<file path="config.mk">
export PLATFORM = sky130hd
export DESIGN_NAME = sorted_list_insert_delete_unit
export DESIGN_NICKNAME = d
export VERILOG_FILES = /design/src/hw/rtl/slid_pkg.sv /design/src/hw/rtl/sorted_list_insert_delete_unit.sv /design/src/hw/rtl/slid_cell.sv
export SDC_FILE = /design/constraint.sdc
export NUM_CORES = 2
export LEC_CHECK = 0
export BUFFER_PORTS_ARGS = -buffer_cell sky130_fd_sc_hd__buf_2
export CAP_MARGIN = 25
export CORE_MARGIN = 2
export CORE_UTILIZATION = 60
export CTS_CLUSTER_DIAMETER = 150
export DETAILED_ROUTE_END_ITERATION = 6
export GPL_TIMING_DRIVEN = 0
export PLACE_DENSITY = 0.81
export SLEW_MARGIN = 40
export SYNTH_ARGS = -nofsm -noshare
export SYNTH_HDL_FRONTEND = slang
export SYNTH_SLANG_ARGS = --single-unit
export TNS_END_PERCENT = 10
</file>
<file path="constraint.sdc">
create_clock -name clock -period 13.3 [get_ports clock]
set_clock_uncertainty 0.1 [all_clocks]
set_input_delay 1.33 -clock clock [delete_from_list [all_inputs] [get_ports clock]]
set_output_delay 1.33 -clock clock [all_outputs]
set_load 0.03 [all_outputs]
</file>
<file path="src/hw/rtl/slid_pkg.sv">
// shared types and constants for the sorted list insert/delete unit
// no dependencies; used by slid_cell and sorted_list_insert_delete_unit
`default_nettype none

package slid_pkg;

   localparam int CAPACITY = 16;
   localparam int COUNT_W  = $clog2(CAPACITY + 1);
   localparam int ENTRY_W  = 5;
   localparam int VALUE_W  = 32;

   typedef enum logic {
      OP_INSERT = 1'b0,
      OP_DELETE = 1'b1
   } op_type;

   typedef enum logic [1:0] {
      ST_OK        = 2'd0,
      ST_FULL      = 2'd1,
      ST_NOT_FOUND = 2'd2,
      ST_EMPTY     = 2'd3
   } status_type;

   typedef struct packed {
      op_type                    op;
      logic signed [VALUE_W-1:0] value;
   } req_type;

   typedef struct packed {
      status_type                status;
      logic [ENTRY_W-1:0]        entry_count;
      logic signed [VALUE_W-1:0] smallest_value;
   } rsp_type;

   // broadcast from the top level to every cell
   typedef struct packed {
      logic                      ins_en;
      logic                      del_en;
      logic signed [VALUE_W-1:0] key;
   } cell_ctl_type;

endpackage

`default_nettype wire

</file>
<file path="src/hw/rtl/sorted_list_insert_delete_unit.sv">
// sorted list insert/delete unit: a chain of compare-and-shift cells
// result: registered, valid in the cycle after an item is accepted
// throughput: one item per cycle while results are taken, set by the compare and shift in every cell
// reset: entry count goes to zero, result register empties; cell values are not cleared
// depends on slid_pkg and slid_cell
`default_nettype none

module sorted_list_insert_delete_unit (
   input  wire logic              clock,
   input  wire logic              reset,
   input  wire logic              req_valid,
   output      logic              req_ready,
   input  wire slid_pkg::req_type req_payload,
   output      logic              rsp_valid,
   input  wire logic              rsp_ready,
   output      slid_pkg::rsp_type rsp_payload
);

   localparam int N = slid_pkg::CAPACITY;

   logic [slid_pkg::COUNT_W-1:0] count_ff;
   logic [slid_pkg::COUNT_W-1:0] count_in;
   logic                         rsp_valid_ff;
   logic                         rsp_valid_in;
   slid_pkg::rsp_type            rsp_ff;
   slid_pkg::rsp_type            rsp_in;

   slid_pkg::cell_ctl_type ctl;
   logic                   accept;
   logic                   full;
   logic                   empty;
   logic                   found;
   slid_pkg::status_type   status;

   logic [N-1:0]                        occ_w;
   logic [N-1:0]                        after_w;
   logic [N-1:0]                        hit_w;
   logic signed [slid_pkg::VALUE_W-1:0] value_w [N];
   logic signed [slid_pkg::VALUE_W-1:0] next_w  [N];

   assign req_ready = !rsp_valid_ff || rsp_ready;
   assign accept    = req_valid && req_ready;

   assign full  = (count_ff == slid_pkg::COUNT_W'(N));
   assign empty = (count_ff == '0);
   assign found = |hit_w;

   always_comb begin
      ctl.key    = req_payload.value;
      ctl.ins_en = 1'b0;
      ctl.del_en = 1'b0;
      count_in   = count_ff;
      status     = slid_pkg::ST_OK;
      case (req_payload.op)
         slid_pkg::OP_INSERT: begin
            if (full) begin
               status = slid_pkg::ST_FULL;
            end else begin
               ctl.ins_en = accept;
               if (accept) begin
                  count_in = count_ff + 1'b1;
               end
            end
         end
         slid_pkg::OP_DELETE: begin
            if (empty) begin
               status = slid_pkg::ST_EMPTY;
            end else if (!found) begin
               status = slid_pkg::ST_NOT_FOUND;
            end else begin
               ctl.del_en = accept;
               if (accept) begin
                  count_in = count_ff - 1'b1;
               end
            end
         end
         default: begin
            status = slid_pkg::ST_OK;
         end
      endcase
   end

   for (genvar i = 0; i < N; i++) begin : g_cell
      logic                                left_after;
      logic signed [slid_pkg::VALUE_W-1:0] left_value;
      logic signed [slid_pkg::VALUE_W-1:0] right_value;

      assign occ_w[i] = (slid_pkg::COUNT_W'(i) < count_ff);

      if (i == 0) begin : g_first
         assign left_after = 1'b0;
         assign left_value = '0;
      end else begin : g_inner
         assign left_after = after_w[i-1];
         assign left_value = value_w[i-1];
      end

      if (i == N - 1) begin : g_last
         assign right_value = '0;
      end else begin : g_body
         assign right_value = value_w[i+1];
      end

      slid_cell u_cell (
         .clock       (clock),
         .ctl         (ctl),
         .occ         (occ_w[i]),
         .left_after  (left_after),
         .left_value  (left_value),
         .right_value (right_value),
         .after       (after_w[i]),
         .hit         (hit_w[i]),
         .value       (value_w[i]),
         .value_next  (next_w[i])
      );
   end

   always_comb begin
      rsp_in             = rsp_ff;
      rsp_valid_in       = rsp_valid_ff && !rsp_ready;
      if (accept) begin
         rsp_valid_in          = 1'b1;
         rsp_in.status         = status;
         rsp_in.entry_count    = slid_pkg::ENTRY_W'(count_in);
         rsp_in.smallest_value = (count_in == '0) ? '0 : next_w[0];
      end
   end

   always_ff @(posedge clock) begin
      if (reset) begin
         count_ff     <= '0;
         rsp_valid_ff <= 1'b0;
      end else begin
         count_ff     <= count_in;
         rsp_valid_ff <= rsp_valid_in;
      end
   end

   always_ff @(posedge clock) begin
      rsp_ff <= rsp_in;
   end

   assign rsp_valid   = rsp_valid_ff;
   assign rsp_payload = rsp_ff;

   a_count_bound: assert property (@(posedge clock) disable iff (reset)
      count_ff <= slid_pkg::COUNT_W'(N))
      else $error("entry count above capacity");

   a_item_gives_result: assert property (@(posedge clock) disable iff (reset)
      accept |=> rsp_valid)
      else $error("accepted item gave no result");

   a_empty_smallest: assert property (@(posedge clock) disable iff (reset)
      rsp_valid && (rsp_payload.entry_count == '0) |-> (rsp_payload.smallest_value == '0))
      else $error("empty store reported nonzero smallest value");

   a_full_count: assert property (@(posedge clock) disable iff (reset)
      rsp_valid && (rsp_payload.status == slid_pkg::ST_FULL)
         |-> (rsp_payload.entry_count == slid_pkg::ENTRY_W'(N)))
      else $error("full status with store not full");

   a_count_step: assert property (@(posedge clock) disable iff (reset)
      accept && (status == slid_pkg::ST_OK) && (req_payload.op == slid_pkg::OP_INSERT)
         |=> (count_ff == $past(count_ff) + 1'b1))
      else $error("insert did not grow the store");

endmodule

`default_nettype wire

</file>
<file path="src/hw/rtl/slid_cell.sv">
// one slot of the sorted chain: holds a value, compares it with the key and
// takes its own, the key, or a neighbor's value; uses slid_pkg
`default_nettype none

module slid_cell (
   input  wire logic                                 clock,
   input  wire slid_pkg::cell_ctl_type               ctl,
   input  wire logic                                 occ,
   input  wire logic                                 left_after,
   input  wire logic signed [slid_pkg::VALUE_W-1:0]  left_value,
   input  wire logic signed [slid_pkg::VALUE_W-1:0]  right_value,
   output      logic                                 after,
   output      logic                                 hit,
   output      logic signed [slid_pkg::VALUE_W-1:0]  value,
   output      logic signed [slid_pkg::VALUE_W-1:0]  value_next
);

   logic signed [slid_pkg::VALUE_W-1:0] value_ff;
   logic signed [slid_pkg::VALUE_W-1:0] value_in;
   logic                                below;

   // after: slot sits past the insert point (empty or holds a larger value)
   assign after = !(occ && (value_ff <= ctl.key));
   assign below = occ && (value_ff < ctl.key);
   assign hit   = occ && (value_ff == ctl.key);

   always_comb begin
      value_in = value_ff;
      if (ctl.ins_en) begin
         if (left_after) begin
            value_in = left_value;
         end else if (after) begin
            value_in = ctl.key;
         end
      end else if (ctl.del_en) begin
         // slots from the first match on pull from the right
         if (!below) begin
            value_in = right_value;
         end
      end
   end

   always_ff @(posedge clock) begin
      value_ff <= value_in;
   end

   assign value      = value_ff;
   assign value_next = value_in;

endmodule

`default_nettype wire

</file>
==> results.sh <==
export IMPL_final_setup_tns_ns=0
export IMPL_antenna_found_initial=3
export IMPL_multi_input_area_um2=22000
export IMPL_final_common_cell="nand2_1"
export IMPL_synth_nets=4423
export IMPL_postCtsSetupBuffers=0
export IMPL_instances_no_fill=4942
export IMPL_fp_dieW_um=260.0
export IMPL_design_final_nets=4588
export IMPL_clk_pin_slew_ns=0.06
export IMPL_drc_errors=0
export IMPL_grtUsageTotal_pct=37.06
export IMPL_cp_start_kind="input pin"
export IMPL_period_needed_ns=7.528
export IMPL_rsz0062_at_grt="no"
export IMPL_cts_buffers=60
export IMPL_dieHeight_um=260.0
export IMPL_nFillCells=4979
export IMPL_io_pins=78
export IMPL_critPathLaunch="req_payload[31]"
export IMPL_synth_edf_count=519
export IMPL_holdCritPathClass="reg -> reg"
export IMPL_ir_worst_vdd_mv=0.1262
export IMPL_reg2reg_slack_ns=7.75
export IMPL_final_cell_mix="nand2_1, edfxtp_1, ha_1"
export IMPL_htreeDepth=2
export IMPL_post_route_period_util_pct=56.60
export IMPL_finalHoldViolCount=0
export IMPL_grt_pass1_wl_um=188700
export IMPL_yosysSeqAreaShare_pct=41.58
export IMPL_post_cts_resized=0
export IMPL_port_buffers=76
export IMPL_drive_gt1_share_pct=8.103
export IMPL_gp_congestion=1.043
export IMPL_yosys_most_used_dff="edfxtp_1"
export IMPL_initial_core_util_pct=60.87
export IMPL_dp_cells=4828
export IMPL_path_class="in -> reg"
export IMPL_clockBufferDepth=3
export IMPL_r2r_start="g_cell[15].u_cell.value[31]"
export IMPL_num_vias=33340
export IMPL_seq_area_um2=16350
export IMPL_cts_sinks=557
export IMPL_report_final_slew_viol_count=0
export IMPL_die_area_um2=67580
export IMPL_first_pass_iters=6
export IMPL_cp_endpoint="g_cell[14].u_cell.value[10]"
export IMPL_max_freq_ghz=0.1328
export IMPL_arrival_ns=7.78
export IMPL_synthArstFlopShare_pct=0
export IMPL_slew_headroom_pct=28.36
export IMPL_avgSynthCellArea_um2=10.16
export IMPL_cts_tree="done"
export IMPL_overflow=0
export IMPL_syn_to_final_growth_pct=10.88
export IMPL_synth_cells=3870
export IMPL_core_area_um2=64580
export IMPL_ctsRootBufferMaster="clkbuf_16"
export IMPL_postCtsHoldBufs=0
export IMPL_ys_warn_count=0
export IMPL_dp_hpwl_um=104000
export IMPL_setup_viol=0
export IMPL_first_iter_violations=4341
export IMPL_r2r_end="g_cell[14].u_cell.value[10]"
export IMPL_syn_area_um2=39310
export IMPL_drt_vias_per_instance=6.746
export IMPL_rr_worst_depth=11
export IMPL_grt_pass1_vias=32860
export IMPL_synth_seq_cells=557
export IMPL_powerDensity_nw_per_um2=119.8
export IMPL_worst_pin_slew_ns=1.070
export IMPL_grt_max_degree=33
export IMPL_insertion_delay_ns=0.66
export IMPL_routed_wl_um=127800
export IMPL_wl_per_cell_um=25.86
export IMPL_p_leak_nw=18.17
export IMPL_ys_types=70
export IMPL_crit_required_ns=13.55
export IMPL_postRouteAntennaNets=0
export IMPL_cap_violations=0
export IMPL_row_count=93
export IMPL_status="finished, final reports clean"
export IMPL_crit_fanout=17
export IMPL_critPathCaptureType="flip-flop"
-- layout make-up --
class	instances	share of cell area (%)
buffer	227	2.167
clock inverter	34	0.7292
antenna	2	0.01148
multi-input combinational	3018	50.47
sequential	557	37.50
timing repair buffer	103	2.216
tap	855	2.454
inverter	68	0.5885
clock buffer	78	3.861
-- kinds of logic (layout without fill, tap and decap cells) --
| logic type | after synthesis | after routing | synth area share (%) |
|---|---|---|---|
| AOI/OAI and AO/OA | 1032 | 1032 | 16.34 |
| xor gates and xnor gates | 3 | 3 | 0.06686 |
| adders and majority gates | 516 | 516 | 16.42 |
| buffers and inverters | 295 | 510 | 3.027 |
| DFF | 557 | 557 | 41.58 |
| muxes | 389 | 389 | 9.922 |
| other | 0 | 2 | 0 |
| and+or+nand+nor | 1078 | 1078 | 12.64 |
-- power breakdown --
part | internal, W | total (W) | switching [W] | leakage (nW)
Clock | 0.000989 | 0.00175 | 0.000761 | 0.982
Sequential | 0.00212 | 0.00224 | 0.000119 | 5.21
Combinational | 0.000457 | 0.00123 | 0.000777 | 12.0
-- how the worst min path moves through the flow --
stage	startpoint	endpoint	slack, ns	depth (start not counted)
CTS	g_cell[0].u_cell.value[0]	g_cell[0].u_cell.value[0]	0.39	2
global route	g_cell[0].u_cell.value[0]	g_cell[0].u_cell.value[0]	0.41	2
floorplan	g_cell[0].u_cell.value[0]	g_cell[0].u_cell.value[0]	0.34	2
finish	g_cell[0].u_cell.value[0]	g_cell[0].u_cell.value[0]	0.39	2
detailed placement	g_cell[0].u_cell.value[0]	g_cell[0].u_cell.value[0]	0.38	2
global placement	g_cell[0].u_cell.value[0]	g_cell[0].u_cell.value[0]	0.35	2
-- cells in the mapped netlist, drive strengths merged (14+ instances only) --
library cell	instances	area [um^2]
a21o	214	1607
a21oi	167	952.2
a22oi	32	240.2
buf	56	292.8
clkbuf	171	641.9
dfxtp	38	760.7
edfxtp	519	15580
ha	516	6456
inv	67	251.5
mux2i	384	3844
nand2	611	2293
nand2b	14	87.58
nand3	126	630.6
nand4	156	990.9
nor2	68	257.8
nor2b	32	200.2
nor3	22	120.1
nor4	22	173.9
o211ai	102	765.7
o21a	19	142.6
o21ai	430	2152
-- critical path, stage by stage --
cell,delay (ns)
buf_2,0.21
clkbuf_1,0.62
inv_1,0.64
ha_1,0.63
nand4_1,0.24
nor4_1,0.79
nand3_1,0.46
o2111ai_1,0.48
nor4_4,0.15
nand4b_1,0.75
inv_1,0.55
a21o_1,0.18
o31a_2,0.47
buf_16,0.22
-- layer usage --
metal,vias to the layer above,GRT usage (%),routed length (um)
met1,15820,46.15,48380
met2,2001,60.47,58360
met5,-,0,97
met4,4,21.76,8296
li1,15080,-,-
met3,431,6.706,12650
-- stage by stage --
stage	power (W)	hold slack (ns)	cell area, um^2	worst slack [ns]	utilization [%]
2_1_floorplan	0.003060	0.3416	39310	6.442	-
3_3_place_gp	0.003383	0.3541	40760	3.533	63.11
3_5_place_dp	0.003463	0.3759	41560	5.737	64.36
4_1_cts	0.005177	0.3856	43560	6.399	67.46
5_1_grt	0.005395	0.4112	43590	5.944	67.49
6_report	0.005222	0.3879	43590	5.772	67.49
-- state kept, by name, indices dropped and copies added, names as in the netlist --
name,cells
count_ff,5
g_cell.u_cell.value,512
rsp_payload,39
rsp_valid,1
Power figures use the tool's default switching activity.
